===== config.mk =====
export PLATFORM = sky130hd
export DESIGN_NAME = nrrq_ctrl
export DESIGN_NICKNAME = d
export VERILOG_FILES = /design/src/rtl/nrrq_pkg.sv /design/src/rtl/nrrq_ctrl.sv
export SDC_FILE = /design/constraint.sdc
export NUM_CORES = 1
export LEC_CHECK = 0
export BUFFER_PORTS_ARGS = -buffer_cell sky130_fd_sc_hd__buf_4
export CAP_MARGIN = 40
export CORE_AREA = 3 3 40 42
export CTS_CLUSTER_SIZE = 10
export DETAILED_ROUTE_END_ITERATION = 16
export DIE_AREA = 0 0 43 45
export SYNTH_ARGS = -nofsm -noshare
export SYNTH_HDL_FRONTEND = slang
export SYNTH_SLANG_ARGS = --single-unit

===== constraint.sdc =====
create_clock -name clk -period 3.3 [get_ports clk]
set_input_delay 0.825 -clock clk [delete_from_list [all_inputs] [get_ports clk]]
set_output_delay 0.825 -clock clk [all_outputs]
set_load 0.1 [all_outputs]

===== src/rtl/nrrq_pkg.sv =====
// Package: shared types, codes and defaults for the notify/request rendezvous queue.
package nrrq_pkg;

  localparam int NOTE_DEPTH_DEF = 64;
  localparam int WAIT_DEPTH_DEF = 16;
  localparam int DATA_WIDTH_DEF = 64;

  localparam int REQ_W    = 2;
  localparam int TAG_W    = 16;
  localparam int DATA_P_W = 64;
  localparam int STATUS_W = 3;

  typedef enum logic [REQ_W-1:0] {
    REQ_SEND   = 2'd0,
    REQ_RECV   = 2'd1,
    REQ_CANCEL = 2'd2,
    REQ_RSVD   = 2'd3
  } req_type_t;

  typedef enum logic [STATUS_W-1:0] {
    ST_DELIVERED = 3'd0,
    ST_PENDING   = 3'd1,
    ST_TOO_SMALL = 3'd2,
    ST_CANCELLED = 3'd3,
    ST_NOT_FOUND = 3'd4,
    ST_QUEUED    = 3'd5,
    ST_DROPPED   = 3'd6,
    ST_PEND_FULL = 3'd7
  } status_t;

  typedef enum logic [3:0] {
    OP_NONE,
    OP_SEND_DELIVER,
    OP_SEND_QUEUE,
    OP_SEND_DROP,
    OP_RECV_SMALL,
    OP_RECV_DELIVER,
    OP_RECV_PEND,
    OP_RECV_FULL,
    OP_CANCEL_HIT,
    OP_CANCEL_MISS
  } op_t;

  typedef enum logic {
    S_IDLE,
    S_EXEC
  } state_t;

  typedef struct packed {
    logic capture;
    logic exec;
    op_t  op;
  } cmd_t;

  typedef struct packed {
    req_type_t req_type;
    logic      fits;
    logic      wait_any;
    logic      wait_full;
    logic      note_any;
    logic      note_full;
    logic      match_any;
  } sts_t;

endpackage


===== src/rtl/nrrq_ctrl.sv =====
// Controller: two-state sequencer that picks the operation for each request.
module nrrq_ctrl (
  input  logic           clk,
  input  logic           rst_n,
  input  logic           start,
  output logic           busy,
  input  nrrq_pkg::sts_t sts,
  output nrrq_pkg::cmd_t cmd
);
  import nrrq_pkg::*;

  state_t state_r, state_nxt;
  op_t    op;

  always_ff @(posedge clk) begin
    if (!rst_n) begin
      state_r <= S_IDLE;
    end else begin
      state_r <= state_nxt;
    end
  end

  // operation decode from captured request and queue status
  always_comb begin
    op = OP_NONE;
    case (sts.req_type)
      REQ_SEND: begin
        if (sts.wait_any)        op = OP_SEND_DELIVER;
        else if (!sts.note_full) op = OP_SEND_QUEUE;
        else                     op = OP_SEND_DROP;
      end
      REQ_RECV: begin
        if (!sts.fits)           op = OP_RECV_SMALL;
        else if (sts.note_any)   op = OP_RECV_DELIVER;
        else if (!sts.wait_full) op = OP_RECV_PEND;
        else                     op = OP_RECV_FULL;
      end
      REQ_CANCEL: op = sts.match_any ? OP_CANCEL_HIT : OP_CANCEL_MISS;
      default: op = OP_NONE;
    endcase
  end

  always_comb begin
    state_nxt   = state_r;
    cmd.capture = 1'b0;
    cmd.exec    = 1'b0;
    cmd.op      = OP_NONE;
    case (state_r)
      S_IDLE: begin
        if (start) begin
          cmd.capture = 1'b1;
          state_nxt   = S_EXEC;
        end
      end
      S_EXEC: begin
        cmd.exec  = 1'b1;
        cmd.op    = op;
        state_nxt = S_IDLE;
      end
      default: state_nxt = S_IDLE;
    endcase
  end

  assign busy = (state_r == S_EXEC);

endmodule


# Yosys cells after proc, flatten, opt, wreduce, memory -nomap -nowiden
# Index checks and enable logic that the tools add are counted.
dict set report totals {
  register_bits 1
  latchBits 0
  ramBits 0
  mem_bits_ro 0
  inputBits 11
  word_cells 16
  mem_count 0
}
dict set report op_classes {
  add_sub_neg 0
  n_mul 0
  div_mod_pow 0
  order_cmp 0
  n_eq_ne 2
  n_shift 0
  mux 11
  bitwise_logic 1
  n_reduce_logical 1
}
# operator n
set op_table {}
lappend op_table {{4-bit case mux with 3 select lines} 1}
lappend op_table {{2-bit 2-to-1 mux} 3}
lappend op_table {{1-bit 2-to-1 mux} 5}
lappend op_table {{5-bit 2-to-1 mux} 1}
lappend op_table {{2-bit by 1-bit == test with 1-bit output (second input constant)} 1}
lappend op_table {{2-bit == test (second input constant)} 1}
lappend op_table {{2-bit zero test} 1}
lappend op_table {{1-bit case mux with 2 select lines} 1}
lappend op_table {{1-bit inverter} 1}

# Depth between registers and ports, before layout
# Gate-level depths: netlist of run 1.
dict set report logic_depth {
  ltp_word 5
  ltp_mapped 2
  depth_no_buf 2
}

# Least setup slack after synthesis of run 1
# No wires, ideal clock.
dict set report synth_path {
  path_kind {register to output}
  startpoint {register state_r, in the netlist busy}
  endpoint {output port cmd[0] in the netlist's numbering}
  arrival_time_ps 2832
  required_ps 2475
  slack_ps -357
  stages_incl_launch_ff 3
  n_path_buf 0
  cell_sequence {dfxtp_1 and3b_1 a32o_1}
}
# item line
set synth_rtl {}
lappend synth_rtl {{start, declared} nrrq_ctrl.sv:12} ;# state_t state_r, state_nxt;
lappend synth_rtl {{start signal, assigned} nrrq_ctrl.sv:19} ;# state_r <= state_nxt;
lappend synth_rtl {{end, declared} nrrq_ctrl.sv:8} ;# output nrrq_pkg::cmd_t cmd

==> flow_summary.toml, run 1 <==
[floorplan]
fp.dieW_um = 43
fp-row-count = 13
die_height_um = 45
io_pins = 18
start_util_pct = 9.44
core-area_um2 = 1280
dieArea_um2 = 1940

[timing]
final.setup.worst_slack_ps = 685
min_period_ps = 2620
post-route-period-util_pct = 79.2
fin_setup_tns_ps = 0
rsz0062_at_grt = "no"
tightest_slew_ps = 282
fmaxAchievable_mhz = 382
hold_viol_final = 0
setup-violations-final = 0
drv_slew = 0
clock_skew_ps = 0
slew_headroom_pct = 81.4

[grt]
first_global_vias = 137
antenna_found_initial = 0
grt_usage_pct = 3.65
grt_pass1_wl_um = 586
grt_max_degree = 7
grt_overflow = 0

[finish]
layout-drive-gt1-share_pct = 64.5
antenna_cells = 0
largest_reg_flops = 1
areaGrowthSynthToFinish_pct = 112
fin_nets = 44

[clock_network]
cts_setup_buffers = 0
path_clk_slew_ps = 0
ctsResizeCount = 0
clk_latency_ps = 0
hold_buffers = 0

[route]
drt_iter0_drc = 2
dr.pass1.iters = 4
vias = 156
drtAntennaViolNets = 0
drc = 0
vias_per_cell = 3.39
wire_per_inst_um = 8.89
totalWireLength_um = 409

[synth]
ys_seq_area_share_pct = 16.5
synth_common_cells = "and2_1, buf_4, nor2b_1"
ys_async_sr_fraction_pct = 0
synth_top_area_share_pct = 16.5
synthCells = 16
synth_area_um2 = 121
syn-mean-instance-area_um2 = 7.59
synthFlopType = "dfxtp_1"
synthTopCellsByArea = "dfxtp_1, buf_4, and2_1, nor2b_1, a32o_1"
synth_fp_nets = 27
synthDistinctLibCells = 13
yosysWarnings = 0
synth-seq-cells = 1
synth_edf_count = 0
synth_top_area_cell = "dfxtp_1"

[setup_path]
r2r_cells = 2
start_kind = "input port"
required_ps = 2470
crit_type = "in2out"
crit_fanout = 5
crit_arrival_ps = 1790
worst_setup_path_end_kind = "primary output"

[power_and_ir_drop]
ir_drop_v = 0.0000492
powerDensity_nw_per_um2 = 242
finalPower_uw = 62.4
p_leak_nw = 0.124

[run]
maxCapViolCount = 0

[min_path]
holdPathStages = 2
hold_path.class = "reg2reg"

[place]
dp_slack_ps = 689
io_buffer_count = 17
place_hpwl_um = 367
gp_congestion = 0.623

[status]
status = "finished, final reports clean"
## metrics by stage
step           hold WS [ps]  cell area, µm²  instances  util, %
3_5_place_dp            655             258         46     20.1
4_1_cts                 658             258         46     20.1
6_report                644             258         46     20.1
2_1_floorplan           947             126         16        -
3_3_place_gp            644             258         46     20.1
5_1_grt                 723             258         46     20.1
## path summary, 6_finish.rpt
check,start,endpoint,slack [ps]
worst min-delay path,busy,busy,640
worst min register to register,busy,busy,640
worst max register to register,busy,busy,2580
worst max-delay path,sts[7],cmd[0],680
## power by group
part           switching, mW  internal, mW  leakage, nW  total, mW
Sequential          0.000913        0.0131      0.00829     0.0140
Combinational         0.0328        0.0156        0.116     0.0484
Clock                      0             0            0          0
## kinds of logic after synthesis
| logic type | count (synthesis) | share of synthesized area (%) |
|---|---|---|
| AND/OR/NAND/NOR | 10 | 52.6 |
| flip-flops | 1 | 16.5 |
| AO/OA/AOI/OAI | 3 | 18.6 |
| buffers and inverters | 2 | 12.4 |
## area by class of cell
class	count	area [µm²]
Fill cell	140	1030
Tap cell	15	18.8
Multi-Input combinational cell	13	91.3
Timing Repair Buffer	17	128
Sequential cell	1	20.0
## per-layer routing
layer  wire length, µm  up-vias  share of wire (%)  global-route usage [%]
met5                 0        -                  0                       0
met4                 0        0                  0                       0
met3                32        0                7.8                       0
met2               210        6                 51                    6.89
met1               167       66                 41                    5.00
li1                  -       84                  -                       -
## critical path, stage by stage
cell	delay, ps
buf_4	120
or3_1	360
a32o_1	250
buf_4	230
## placed cells by master, fill, tap and decap left out, drive strengths merged
cell type / instances
and3b: 1
a32o: 1
or2: 1
or3: 1
o21a: 1
and2: 2
nand2b: 1
nor2b: 2
a21oi: 1
nand3b: 1
buf: 17
nand2: 1
dfxtp: 1
(Power assumes the default switching activity.)
==> run 2, diff against run 1 <==
- clock period: 3.3 -> 2.3 ns (I/O delays scaled with it)
==> flow_summary.toml, run 2 (synthesized netlist as in run 1, its figures left out) <==
[run]
maxCapViolCount = 0

[finish]
final_common_cell = "buf_4"
layout_common_cells = "buf_4, nor2b_1, and2_1"
fin_nets = 44
fillers = 147
fin_util_pct = 21.6
antenna_cells = 0
layout-drive-gt1-share_pct = 71.0
largest_reg_flops = 1
areaGrowthSynthToFinish_pct = 129

[floorplan]
dieArea_um2 = 1940
start_util_pct = 9.44
fp.dieW_um = 43
die_height_um = 45
core-area_um2 = 1280
io_pins = 18
fp-row-count = 13

[grt]
grt_overflow = 0
met2_usage_pct = 6.29
antenna_found_initial = 0
use_met3_pct = 0.398
grt_max_degree = 7
gr-usage-met1_pct = 5.01
grt_pass1_wl_um = 572
gr-max-usage-layer = "met2"
first_global_vias = 157
grt_usage_pct = 3.57

[timing]
tightest_slew_ps = 280
min_period_ps = 2180
final.setup.worst_slack_ps = 123
hold_viol_final = 0
setup-violations-final = 0
post-route-period-util_pct = 94.6
slew_headroom_pct = 81.5
fin_setup_tns_ps = 0
fmaxAchievable_mhz = 459
rsz0062_at_grt = "no"
clock_skew_ps = 0
drv_slew = 0

[status]
status = "finished, final reports clean"

[setup_path]
r2r-start = "busy"
crit_path_start = "sts[7]"
worst-path-buf-inv = 2
crit_path_frequent_cell = "buf_4"
r2r_cells = 2
regToRegSetupSlack_ps = 1620
critPathMaxStageDelay_ps = 370
crit_arrival_ps = 1600
crit_fanout = 5
crit_type = "in2out"
crit_family = "simple AND/OR/NAND/NOR gates"
crit_chain = "buf_4 -> or3_1 -> a32o_4 -> buf_4"
r2r-end = "busy"
start_kind = "input port"
cp_slowest_cell = "or3_1"
crit_path_end = "cmd[0]"
cp.depth = 4
worst_setup_path_end_kind = "primary output"
required_ps = 1730

[route]
totalWireLength_um = 378
dr.pass1.iters = 1
vias = 163
vias_per_cell = 3.54
drt_iter0_drc = 0
wire_per_inst_um = 8.22
drc = 0
drtAntennaViolNets = 0

[place]
io_buffer_count = 17
gp_congestion = 0.632
dp_slack_ps = 120

[power_and_ir_drop]
p_leak_nw = 0.129
ir_drop_v = 0.0000941
powerDensity_nw_per_um2 = 331

[clock_network]
clk_latency_ps = 0
cts_setup_buffers = 0
ctsResizeCount = 0
hold_buffers = 0
path_clk_slew_ps = 0

[min_path]
hold_path.class = "reg2reg"
run 2: power by group:
group | leakage, nW | internal [mW] | switching, mW
clock | 0 | 0 | 0
combinational | 0.120 | 0.0235 | 0.0482
sequential | 0.00861 | 0.0189 | 0.00148
run 2: area by class of cell:
type,count,area (µm²),area share [%]
well taps,15,18.8,6.76
flip-flops and latches,1,21.3,7.66
repair buffers,17,128,45.9
multi-input cells,13,110,39.6
run 2: metal layers:
| layer | up-vias | part of all wire [%] |
|---|---|---|
| met5 | - | 0 |
| met4 | 0 | 0 |
| met3 | 0 | 13 |
| met2 | 12 | 44 |
| met1 | 67 | 43 |
| li1 | 84 | - |
run 2: stage by stage:
stage / cells / hold WS (ps) / instance area [µm²] / power [mW]
2_1_floorplan: 16 / 697 / 146 / 0.0723
3_3_place_gp: 46 / 617 / 278 / 0.0927
3_5_place_dp: 46 / 625 / 278 / 0.0929
4_1_cts: 46 / 631 / 278 / 0.0930
5_1_grt: 46 / 644 / 278 / 0.0954
6_report: 46 / 610 / 278 / 0.0921
run 2: how the worst min path moves through the flow:
stage | cells after the start | startpoint | endpoint
6_report | 2 | busy | busy
5_1_grt | 2 | busy | busy
4_1_cts | 2 | busy | busy
3_5_place_dp | 2 | busy | busy
3_3_place_gp | 2 | busy | busy
2_1_floorplan | 1 | rst_n | busy
run 2: tightest hold or removal path, stage by stage (launching register included):
cell and delay (ps):
dfxtp_2 350, nor2b_1 70, and2_1 140
==> run 3, diff against run 2 <==
- CORE_AREA: 3 3 40 42 -> 5 5 42 44
- DIE_AREA: 0 0 43 45 -> 0 0 47 49
==> flow_summary.toml, run 3 (synthesized netlist as in run 1, its figures left out) <==
[setup_path]
regToRegSetupSlack_ps = 1630
worst_setup_path_end_kind = "primary output"
r2r_cells = 2
crit_path_end = "cmd[0]"
crit_fanout = 5
required_ps = 1730
r2r-end = "busy"
crit_type = "in2out"
start_kind = "input port"
crit_path_start = "sts[7]"
crit_arrival_ps = 1610
r2r-start = "busy"

[place]
dp_slack_ps = 119
io_buffer_count = 17
gp_congestion = 0.609
dpl-instance-area_um2 = 279

[run]
maxCapViolCount = 0

[finish]
antenna_cells = 0
fillers = 169
layout-drive-gt1-share_pct = 71.0
layout_common_cells = "buf_4, nor2b_1, and2_1"
final_common_cell = "buf_4"
areaGrowthSynthToFinish_pct = 130
design_area_um2 = 279
largest_reg_flops = 1
fin_nets = 44

[grt]
antenna_found_initial = 0
first_global_vias = 141
grt_max_degree = 7
grt_overflow = 0
grt_usage_pct = 3.44
grt_pass1_wl_um = 634

[floorplan]
core-area_um2 = 1400
dieArea_um2 = 2300
die_height_um = 49
io_pins = 18
fp.dieW_um = 47
start_util_pct = 8.66
fp-row-count = 14

[route]
drc = 0
dr.pass1.iters = 4
totalWireLength_um = 422
drtAntennaViolNets = 0
wire_per_inst_um = 8.98
drt_iter0_drc = 4
vias = 161
vias_per_cell = 3.43

[clock_network]
cts_setup_buffers = 0
ctsResizeCount = 0
clk_latency_ps = 0
path_clk_slew_ps = 0
hold_buffers = 0

[power_and_ir_drop]
p_leak_nw = 0.129
powerDensity_nw_per_um2 = 330
pwr-share-clk_pct = 0
p_switching_uw = 49.7
swShare_pct = 53.9
ir_drop_v = 0.000125
power_frac_seq_pct = 22.1
power_frac_comb_pct = 77.9
internal_power_uw = 42.4

[min_path]
hold_path.class = "reg2reg"

[status]
status = "finished, final reports clean"

[timing]
setup-violations-final = 0
post-route-period-util_pct = 94.8
min_period_ps = 2180
fmaxAchievable_mhz = 458
slew_headroom_pct = 81.4
rsz0062_at_grt = "no"
hold_viol_final = 0
final.setup.worst_slack_ps = 119
drv_slew = 0
tightest_slew_ps = 281
clock_skew_ps = 0
## run 3: power by group through the flow
stage / Clock [mW] / Combinational, mW / Sequential (mW)
global route: 0 / 0.0751 / 0.0208
global placement: 0 / 0.0720 / 0.0205
finish: 0 / 0.0718 / 0.0204
floorplan: 0 / 0.0451 / 0.0272
detailed placement: 0 / 0.0724 / 0.0204
CTS: 0 / 0.0724 / 0.0205
## run 3: metal layers
layer  track usage [%]  vias to the layer above  share of wire (%)
li1                  -                       85                  -
met1              3.49                       68                 32
met2              6.56                        8                 52
met3              1.48                        0                 15
met4                 0                        0                  0
met5                 0                        -                  0
## run 3: worst min path at each step
stage | from | cells after the start | endpoint | slack (ps)
floorplan | rst_n | 1 | busy | 700
global placement | busy | 2 | busy | 620
detailed placement | busy | 2 | busy | 610
CTS | busy | 2 | busy | 610
global route | busy | 2 | busy | 650
finish | busy | 2 | busy | 600
## run 3: area by class of cell
cell class	count	area, µm²	area share, %
well taps	16	20.0	7.17
repair buffers	17	128	45.7
flip-flops and latches	1	21.3	7.62
multi-input cells	13	110	39.5
## run 3: stage by stage
step                      hold slack [ps]  power (mW)  util, %  TNS [ps]  cells
final                                 603      0.0921     19.9         0     47
after global routing                  652      0.0960     19.9         0     47
after CTS                             615      0.0929     19.9         0     47
after detailed placement              611      0.0928     19.9         0     47
after global placement                615      0.0926     19.9         0     47
after floorplan                       697      0.0723        -     -7.89     16
## run 3: worst max-delay path: stages
cell    delay [ps]
buf_4          120
or3_1          380
a32o_4         300
buf_4          230
