## src/rtl/nrrq_pkg.sv

```systemverilog
// Package: shared types, codes and defaults for the notify/request rendezvous queue.
package nrrq_pkg;

  localparam int NOTE_DEPTH_DEF = 64;
  localparam int WAIT_DEPTH_DEF = 16;
  localparam int DATA_WIDTH_DEF = 64;

  localparam int REQ_W    = 2;
  localparam int TAG_W    = 16;
  localparam int DATA_P_W = 64;
  localparam int STATUS_W = 3;

  typedef enum logic [REQ_W-1:0] {
    REQ_SEND   = 2'd0,
    REQ_RECV   = 2'd1,
    REQ_CANCEL = 2'd2,
    REQ_RSVD   = 2'd3
  } req_type_t;

  typedef enum logic [STATUS_W-1:0] {
    ST_DELIVERED = 3'd0,
    ST_PENDING   = 3'd1,
    ST_TOO_SMALL = 3'd2,
    ST_CANCELLED = 3'd3,
    ST_NOT_FOUND = 3'd4,
    ST_QUEUED    = 3'd5,
    ST_DROPPED   = 3'd6,
    ST_PEND_FULL = 3'd7
  } status_t;

  typedef enum logic [3:0] {
    OP_NONE,
    OP_SEND_DELIVER,
    OP_SEND_QUEUE,
    OP_SEND_DROP,
    OP_RECV_SMALL,
    OP_RECV_DELIVER,
    OP_RECV_PEND,
    OP_RECV_FULL,
    OP_CANCEL_HIT,
    OP_CANCEL_MISS
  } op_t;

  typedef enum logic {
    S_IDLE,
    S_EXEC
  } state_t;

  typedef struct packed {
    logic capture;
    logic exec;
    op_t  op;
  } cmd_t;

  typedef struct packed {
    req_type_t req_type;
    logic      fits;
    logic      wait_any;
    logic      wait_full;
    logic      note_any;
    logic      note_full;
    logic      match_any;
  } sts_t;

endpackage

```

## src/rtl/nrrq_ram.sv

```systemverilog
// Generic single-write, single-read RAM with registered read data.
module nrrq_ram #(
  parameter int WIDTH = 64,
  parameter int DEPTH = 64
) (
  input  logic                     clk,
  input  logic                     we,
  input  logic [$clog2(DEPTH)-1:0] waddr,
  input  logic [WIDTH-1:0]         wdata,
  input  logic [$clog2(DEPTH)-1:0] raddr,
  output logic [WIDTH-1:0]         rdata
);

  logic [WIDTH-1:0] mem [DEPTH];

  always_ff @(posedge clk) begin
    if (we) begin
      mem[waddr] <= wdata;
    end
    rdata <= mem[raddr];
  end

endmodule

```

## src/rtl/nrrq_dp.sv

```systemverilog
// Datapath: request capture, notification FIFO, waiting-tag queue and result registers.
module nrrq_dp #(
  parameter int NOTE_DEPTH = nrrq_pkg::NOTE_DEPTH_DEF,
  parameter int WAIT_DEPTH = nrrq_pkg::WAIT_DEPTH_DEF,
  parameter int DATA_WIDTH = nrrq_pkg::DATA_WIDTH_DEF
) (
  input  logic                            clk,
  input  logic                            rst_n,
  input  nrrq_pkg::cmd_t                  cmd,
  output nrrq_pkg::sts_t                  sts,
  input  logic [nrrq_pkg::REQ_W-1:0]      in_req_type,
  input  logic [nrrq_pkg::DATA_P_W-1:0]   in_notify_data,
  input  logic [nrrq_pkg::TAG_W-1:0]      in_request_tag,
  input  logic                            in_buffer_fits,
  output logic                            out_valid,
  output logic [nrrq_pkg::STATUS_W-1:0]   out_status_code,
  output logic [nrrq_pkg::TAG_W-1:0]      out_completed_tag,
  output logic [nrrq_pkg::DATA_P_W-1:0]   out_delivered_data
);
  import nrrq_pkg::*;

  localparam int NAW = $clog2(NOTE_DEPTH);
  localparam int NCW = $clog2(NOTE_DEPTH + 1);
  localparam int WCW = $clog2(WAIT_DEPTH + 1);

  // captured request
  req_type_t             type_r;
  logic [DATA_WIDTH-1:0] data_r;
  logic [TAG_W-1:0]      tag_r;
  logic                  fits_r;
  logic [WAIT_DEPTH-1:0] match_r, match_nxt;

  // notification FIFO pointers
  logic [NAW-1:0] note_head_r, note_head_nxt;
  logic [NCW-1:0] note_count_r, note_count_nxt;
  logic [NAW:0]   note_sum;
  logic [NAW-1:0] note_waddr;
  logic           note_we;
  logic [DATA_WIDTH-1:0] note_rdata;

  // waiting tags, oldest at entry 0
  logic [TAG_W-1:0] wait_q_r   [WAIT_DEPTH];
  logic [TAG_W-1:0] wait_q_nxt [WAIT_DEPTH];
  logic [WCW-1:0]   wait_count_r, wait_count_nxt;
  logic [WAIT_DEPTH-1:0] shift_mask;

  logic                out_valid_r;
  status_t             out_status_r, out_status_nxt;
  logic [TAG_W-1:0]    out_tag_r, out_tag_nxt;
  logic [DATA_P_W-1:0] out_data_r, out_data_nxt;

  nrrq_ram #(.WIDTH(DATA_WIDTH), .DEPTH(NOTE_DEPTH)) u_note_ram (
    .clk   (clk),
    .we    (note_we),
    .waddr (note_waddr),
    .wdata (data_r),
    .raddr (note_head_r),
    .rdata (note_rdata)
  );

  // tag compare against live entries, taken at capture
  always_comb begin
    for (int i = 0; i < WAIT_DEPTH; i++) begin
      match_nxt[i] = (wait_q_r[i] == in_request_tag) && (WCW'(i) < wait_count_r);
    end
  end

  always_comb begin
    note_sum   = {1'b0, note_head_r} + (NAW+1)'(note_count_r);
    note_waddr = (note_sum >= (NAW+1)'(NOTE_DEPTH)) ?
                 NAW'(note_sum - (NAW+1)'(NOTE_DEPTH)) : NAW'(note_sum);
    note_we    = cmd.exec && (cmd.op == OP_SEND_QUEUE);
  end

  always_comb begin
    note_head_nxt  = note_head_r;
    note_count_nxt = note_count_r;
    wait_count_nxt = wait_count_r;
    shift_mask     = '0;
    out_status_nxt = ST_NOT_FOUND;
    out_tag_nxt    = tag_r;
    out_data_nxt   = '0;
    case (cmd.op)
      OP_SEND_DELIVER: begin
        shift_mask     = '1;
        wait_count_nxt = wait_count_r - 1'b1;
        out_status_nxt = ST_DELIVERED;
        out_tag_nxt    = wait_q_r[0];
        out_data_nxt   = DATA_P_W'(data_r);
      end
      OP_SEND_QUEUE: begin
        note_count_nxt = note_count_r + 1'b1;
        out_status_nxt = ST_QUEUED;
        out_tag_nxt    = '0;
      end
      OP_SEND_DROP: begin
        out_status_nxt = ST_DROPPED;
        out_tag_nxt    = '0;
      end
      OP_RECV_SMALL: out_status_nxt = ST_TOO_SMALL;
      OP_RECV_DELIVER: begin
        note_head_nxt  = (note_head_r == NAW'(NOTE_DEPTH - 1)) ? '0 : note_head_r + 1'b1;
        note_count_nxt = note_count_r - 1'b1;
        out_status_nxt = ST_DELIVERED;
        out_data_nxt   = DATA_P_W'(note_rdata);
      end
      OP_RECV_PEND: begin
        wait_count_nxt = wait_count_r + 1'b1;
        out_status_nxt = ST_PENDING;
      end
      OP_RECV_FULL: out_status_nxt = ST_PEND_FULL;
      OP_CANCEL_HIT: begin
        // everything at or above the oldest match moves down one
        shift_mask     = match_r | (~match_r + 1'b1);
        wait_count_nxt = wait_count_r - 1'b1;
        out_status_nxt = ST_CANCELLED;
      end
      OP_CANCEL_MISS: out_status_nxt = ST_NOT_FOUND;
      default: ;
    endcase
  end

  always_comb begin
    for (int i = 0; i < WAIT_DEPTH; i++) begin
      wait_q_nxt[i] = wait_q_r[i];
      if (cmd.op == OP_RECV_PEND && wait_count_r == WCW'(i)) begin
        wait_q_nxt[i] = tag_r;
      end
    end
    for (int i = 0; i < WAIT_DEPTH - 1; i++) begin
      if (shift_mask[i]) begin
        wait_q_nxt[i] = wait_q_r[i+1];
      end
    end
  end

  always_ff @(posedge clk) begin
    if (cmd.capture) begin
      type_r  <= req_type_t'(in_req_type);
      data_r  <= in_notify_data[DATA_WIDTH-1:0];
      tag_r   <= in_request_tag;
      fits_r  <= in_buffer_fits;
      match_r <= match_nxt;
    end
    if (cmd.exec) begin
      wait_q_r     <= wait_q_nxt;
      out_status_r <= out_status_nxt;
      out_tag_r    <= out_tag_nxt;
      out_data_r   <= out_data_nxt;
    end
  end

  always_ff @(posedge clk) begin
    if (!rst_n) begin
      note_head_r  <= '0;
      note_count_r <= '0;
      wait_count_r <= '0;
      out_valid_r  <= 1'b0;
    end else begin
      out_valid_r <= cmd.exec && (cmd.op != OP_NONE);
      if (cmd.exec) begin
        note_head_r  <= note_head_nxt;
        note_count_r <= note_count_nxt;
        wait_count_r <= wait_count_nxt;
      end
    end
  end

  always_comb begin
    sts.req_type  = type_r;
    sts.fits      = fits_r;
    sts.wait_any  = (wait_count_r != '0);
    sts.wait_full = (wait_count_r == WCW'(WAIT_DEPTH));
    sts.note_any  = (note_count_r != '0);
    sts.note_full = (note_count_r == NCW'(NOTE_DEPTH));
    sts.match_any = |match_r;
  end

  assign out_valid          = out_valid_r;
  assign out_status_code    = out_status_r;
  assign out_completed_tag  = out_tag_r;
  assign out_delivered_data = out_data_r;

endmodule

```

## config.mk

```make
export PLATFORM = sky130hd
export DESIGN_NAME = nrrq_dp
export DESIGN_NICKNAME = d
export VERILOG_FILES = /design/src/rtl/nrrq_pkg.sv /design/src/rtl/nrrq_ram.sv /design/src/rtl/nrrq_dp.sv
export SDC_FILE = /design/constraint.sdc
export NUM_CORES = 2
export LEC_CHECK = 0
export BUFFER_PORTS_ARGS = -buffer_cell sky130_fd_sc_hd__buf_4
export CAP_MARGIN = 10
export CORE_MARGIN = 3
export CORE_UTILIZATION = 30
export DETAILED_ROUTE_END_ITERATION = 8
export HOLD_SLACK_MARGIN = 0.15
export PLACE_DENSITY = 0.41
export SKIP_CTS_REPAIR_TIMING = 1
export SYNTH_ARGS = -nofsm -noshare
export SYNTH_HDL_FRONTEND = slang
export SYNTH_SLANG_ARGS = --single-unit
```

## constraint.sdc

```tcl
create_clock -name clk -period 11.9 [get_ports clk]
set_clock_uncertainty 0.2 [all_clocks]
set_input_delay 0 -clock clk [delete_from_list [all_inputs] [get_ports clk]]
set_output_delay 0 -clock clk [all_outputs]
set_load 0.02 [all_outputs]
```

After elaboration in Yosys (flattened, before gate mapping)
Memories as Yosys holds them, arrays and structs flattened. A register that Yosys moved wholly into a read port is not among the register bits.
Index checks and enable logic that the tools add are counted.
{"block": "classes", "bitwise": 2, "addsub": 8, "n_reduce_logical": 78, "n_eq_ne": 42, "mux": 40, "n_lt_le_gt_ge": 17}
{"operator": "$mux W16", "count": 30}
{"operator": "$eq A16 B16 Y1", "count": 16}
{"operator": "$pmux W64 S2", "count": 1}
{"operator": "$eq A5 B4 Y1 const B", "count": 8}
{"operator": "$lt A4 B5 Y1 const A", "count": 8}
{"operator": "$reduce_and A2 Y1", "count": 19}
{"operator": "$logic_and A1 B1 Y1", "count": 34}
{"operator": "$reduce_bool A2 Y1", "count": 17}
{"operator": "$pmux W16 S2", "count": 1}
{"operator": "$pmux W15 S2", "count": 1}
{"operator": "$pmux W3 S7", "count": 1}
{"operator": "$eq A5 B3 Y1 const B", "count": 4}
{"operator": "$lt A3 B5 Y1 const A", "count": 4}
{"operator": "$eq A4 B3 Y1 const B", "count": 4}
{"operator": "$reduce_or A16 Y1", "count": 1}
{"operator": "$add A15 B1 Y15 const B", "count": 1}
{"operator": "$not A15 Y15", "count": 1}
{"operator": "$or A15 B15 Y15", "count": 1}
{"operator": "$pmux W7 S2", "count": 1}
{"operator": "$mux W6", "count": 2}
{"operator": "$eq A5 B2 Y1 const B", "count": 2}
{"operator": "$lt A1 B5 Y1 const A", "count": 2}
{"operator": "$lt A2 B5 Y1 const A", "count": 2}
{"operator": "$pmux W5 S2", "count": 1}
{"operator": "21 further kinds", "count": 25}
{"block": "totals", "memories": 1, "ram_bits": 4096, "inputBits": 91, "elab_cells": 216, "out_inout_bits": 92, "reg_bits": 457}
{"memory": "u_note_ram.mem", "words": 64, "word_bits": 64, "read_ports": 1, "rd_ports_with_merged_regs": 1, "write_ports": 1, "line": "nrrq_ram.sv:14", "source": "logic [WIDTH-1:0] mem [DEPTH];"}

Depth between registers and ports, before layout
{"block": "logic_depth", "ltp_word": 6, "ltp_mapped": 12, "mapped_depth_nobuf": 10}

By module
Synthesis repeated with hierarchy kept, for this count alone.
{"block": "hier_totals", "cells_unflattened": 8065, "hier_area_um2": 178199.7}
{"mod": "nrrq_ram", "n_inst": 1, "cells_per_inst": 6598, "area_per_inst_um2": 156348.7}
{"mod": "nrrq_dp", "n_inst": 1, "cells_per_inst": 1467, "area_per_inst_um2": 21851.0}

Worst setup path after synthesis
No wires, ideal clock.
{"block": "synth_path", "path_kind": "register -> register", "start": "register note_head_r[0]", "end": "memory u_note_ram.mem[50][0] (enable)", "arrival_time_ns": 4.459, "n_path_buf": 0, "path_stages_with_launch": 9, "required_ns": 11.213, "period_less_slack_ns": 5.146, "path_slack_ns": 6.754, "cell_sequence": "dfxtp_1 > ha_1 > fa_1 > a21o_1 > a21oi_1 > xor2_1 > nor2_1 > nand2_1 > nor2_1"}
{"block": "synth_between", "elab_chain_len": 3}
{"element": "from (decl)", "line": "nrrq_dp.sv:34", "source": "logic [NAW-1:0] note_head_r, note_head_nxt;"}
{"element": "from (signal assigned)", "line": "nrrq_dp.sv:162", "source": "note_head_r <= note_head_nxt;"}
{"element": "$add A6 B7 Y7 *", "line": "nrrq_dp.sv:69", "source": "note_sum = {1'b0, note_head_r} + (NAW+1)'(note_count_r);"}
{"element": "$sub A6 B1 Y6 or $ge A7 B7 Y1 (tied branches)", "line": "nrrq_dp.sv:71, nrrq_dp.sv:70"}
{"element": "$mux W6 *", "line": "nrrq_dp.sv:70", "source": "note_waddr = (note_sum >= (NAW+1)'(NOTE_DEPTH)) ?"}
{"element": "to (decl)", "line": "nrrq_ram.sv:14"}
Every way passes the cells marked *; elsewhere a longest branch is shown, timed or not.

==> flow_summary_export.csv <==
group,metric,value,unit
sta,relSlewSlack,5.46,%
sta,tightest_slew,1.42,ns
drt,drtIter0Drc,9552,
floorplanning,initial_core_util,30.2,%
clock_tree,clock_sink_count,4617,
power_and_ir_drop,ir_drop,0.000125,V
finish,areaGrowthSynthToFinish,17.7,%
setup_path,critPathCaptureType,"flop",
finish,drive_above_1_share,26.8,%
finish,fin_nets,8946,
sta,setup_viol,0,
logic_synthesis,synthFlopType,"edfxtp_1",
logic_synthesis,synth_seq_area_share,77.8,%
floorplanning,ios,183,
drt,drtPass1Iterations,7,
logic_synthesis,synth_top_family_by_area,"multiplexers",
clock_tree,cts_tree,"built",
clock_tree,clk_pin_slew_worst_paths,0.06,ns
setup_path,r2r_end,"u_note_ram.rdata[43]",
global_route,gr-total-overflow,0,
floorplanning,core,587000,um^2
logic_synthesis,ys_ff_latch,4617,
drt,ant_nets,0,
power_and_ir_drop,internal_power,27200,uW
logic_synthesis,syn_area,177000,um^2
power_and_ir_drop,swShare,21.6,%
logic_synthesis,synthesis.nets,8143,
logic_synthesis,yosysWarnings,0,
drt,vias,90100,
setup_path,r2r_start,"note_head_r[1]",
sta,hold_ws,0.163,ns
outcome,outcome,"complete, no violations",
logic_synthesis,ys_async_sr_fraction,0,%
logic_synthesis,synth_compound_area_share,4.07,%
drt,avgViaCountPerCell,5.29,
power_and_ir_drop,p_per_area,166,nW/um^2
sta,fin_crit,6.44,ns
global_route,grt_antenna_before_repair,38,
clock_tree,cts_buffers,522,
drt,drt-total-wl,603000,um
global_route,grt_max_degree,112,
drt,routedWlPerCell,35.4,um
power_and_ir_drop,p_leak,0.0636,uW
place,gp_congestion,0.775,
logic_synthesis,synth_top_area_cell,"edfxtp_1",
sta,fmax,155,MHz
setup_path,path_max_fanout,51,
floorplanning,die_h,775,um
finish,final_util,35.5,%
setup_path,critPathArrivalTime,7.11,ns
sta,fin_ws,5.46,ns
power_and_ir_drop,power_frac_seq,52.4,%
place,dp_hpwl,325000,um
power_and_ir_drop,share_comb_of_total_power,3.1,%
sta,tns,0,ns
floorplanning,die_area,600000,um^2
job,cap_violations,0,
floorplanning,dieWidth,775,um
global_route,grt_pass1_wl,810000,um
logic_synthesis,yosysTopAreaCellShare,76.8,%
logic_synthesis,ys_top_cells_by_area,"edfxtp_1, mux4_2, mux2_2",
power_and_ir_drop,clkPwrFrac,44.5,%
clock_tree,root_buffer,"clkbuf_16",
clock_tree,clk_latency,1.06,ns
setup_path,path_class,"flop to flop",
sta,hold_viol,0,
setup_path,rr_worst_depth,10,
place,portBuffers,182,
place,pre_cts_ws,5.32,ns
logic_synthesis,synth-edff-count,4534,
logic_synthesis,synthCells,8034,
global_route,grt_pass1_vias,91700,
floorplanning,row_count,281,
sta,finalCritPeriodShare,54.1,%
setup_path,cp-endpoint,"u_note_ram.rdata[43]",
logic_synthesis,yosysUniqueCellTypes,62,
sta,drv_slew,0,
setup_path,rrSetupSlack,5.46,ns
logic_synthesis,syn_area_per_cell,22.1,um^2
setup_path,crit_start,"note_head_r[1]",
clock_tree,htreeDepth,6,
sta,rsz0062_at_grt,"false",
logic_synthesis,yosys.area_share.simple,0.910,%
hold_path,hp-class,"input pin to flop",
logic_synthesis,synthAdderAreaFrac,0.136,%
power_and_ir_drop,p_sw,7490,uW
clock_tree,clock_path_buffers,4,
global_route,track_usage,19.4,%
drt,drcViolationCount,0,
logic_synthesis,synthMuxAreaShare,14.6,%
setup_path,worst_setup_path_start_kind,"flop",
setup_path,cp.required,12.57,ns
logic_synthesis,yosys.area_share.xor_xnor,1.37,%
-- state kept, by name, summed over array words and instances (netlist names), 3 cells and up --
name                flops
match_r                16
note_count_r            7
u_note_ram.rdata       64
u_note_ram.mem       4096
out_completed_tag      16
note_head_r             6
wait_count_r            5
out_delivered_data     64
tag_r                  16
wait_q_r              256
out_status_code         3
data_r                 64
-- metal layers --
metal / track usage, % / wire, um
met4: 3.86 / 12600
met3: 2.99 / 35300
met1: 27.7 / 269000
met5: 0 / 0
met2: 31.5 / 286000
-- power groups by stage --
| stage | combinational [uW] | clock (uW) | sequential (uW) |
|---|---|---|---|
| 6_report | 1070 | 15400 | 18200 |
| 5_1_grt | 1160 | 16500 | 18200 |
| 4_1_cts | 1020 | 15800 | 18200 |
| 3_5_place_dp | 1010 | 0 | 18500 |
| 3_3_place_gp | 987 | 0 | 18500 |
| 2_1_floorplan | 360 | 0 | 18600 |
-- cell type report --
type / instances / area, um^2
multi-input cells: 2919 / 38000
clock inverters: 254 / 2170
repair buffers: 769 / 6690
flip-flops and latches: 4617 / 138000
inverters: 8 / 32.5
diodes: 10 / 25.0
well taps: 7782 / 9740
clock buffers: 677 / 14000
fillers: 54300 / 379000
-- synth_stat cells, types with 8 or more instances --
cell type  count
mux4_2       926
nor4_1        47
mux2_2       231
nor3_1        17
inv_1          8
a211oi_1     119
mux2_4         9
xor2_1       191
buf_2         78
a22oi_1       91
a21oi_1       47
dfxtp_1       83
nand3_1       20
a21boi_0      11
buf_1         88
edfxtp_1    4534
nor2_1       101
and2_1        16
xnor2_1       87
a221oi_1     110
nor2b_1       17
ha_1          16
clkbuf_1     320
and3_1         9
mux2i_1      231
o221ai_1     110
o21ai_0       24
a211o_1       55
o22ai_1       61
nand4_1       24
a22o_1       242
nand2_1       51
-- through the flow --
step	total power, uW	cells	area [um^2]
floorplan	19000	8034	177000
global placement	19500	15800	190000
detailed placement	19500	15800	190000
CTS	35000	16800	206000
global route	35800	17000	209000
finish	34700	17000	209000
-- worst min-delay path by stage --
stage / depth (start not counted) / startpoint / to
CTS: 1 / in_notify_data[46] / data_r[46]
global route: 5 / in_request_tag[1] / match_r[14]
detailed placement: 1 / in_notify_data[4] / data_r[4]
finish: 5 / in_request_tag[15] / match_r[14]
floorplan: 0 / in_notify_data[0] / data_r[0]
global placement: 1 / in_notify_data[4] / data_r[4]
-- critical path, cell delays in order, from the launching register on --
cell      delay [ns]
dfxtp_4         0.69
buf_4           0.63
buf_4           0.68
buf_4           0.82
buf_4           0.71
buf_4           0.64
mux2i_1         0.29
o221ai_1        0.13
a211oi_1        0.92
a211o_1         0.21
o221ai_1        0.11
-- layout by cell type, fill, tap and decap left out, types with 33 or more instances in the layout --
| cell | netlist | layout |
|---|---|---|
| nor2_1 | 101 | 33 |
| buf_4 | 1 | 480 |
| clkinv_1 | 0 | 94 |
| edfxtp_1 | 4534 | 4534 |
| xor2_1 | 191 | 191 |
| mux2_2 | 231 | 231 |
| a221oi_1 | 110 | 109 |
| mux4_2 | 926 | 926 |
| a211o_1 | 55 | 55 |
| mux2i_1 | 231 | 231 |
| a211oi_1 | 119 | 119 |
| nand2_1 | 51 | 48 |
| nor4_1 | 47 | 47 |
| a22oi_1 | 91 | 91 |
| dlygate4sd3_1 | 0 | 270 |
| o22ai_1 | 61 | 61 |
| a22o_1 | 242 | 242 |
| clkbuf_1 | 320 | 134 |
| nor2_4 | 0 | 67 |
| clkinv_2 | 0 | 90 |
| clkbuf_16 | 0 | 535 |
| a21oi_1 | 47 | 47 |
| xnor2_1 | 87 | 87 |
| dfxtp_1 | 83 | 77 |
| o221ai_1 | 110 | 110 |
-- cell families after synthesis --
kind of cell	after synthesis
AO/OA/AOI/OAI	900
adder cells (fa/ha/maj)	18
XOR/XNOR	278
flip-flops	4617
AND/OR/NAND/NOR	323
multiplexers	1400
buffers and inverters	498
Note: power is estimated with default switching activity, not from simulation.
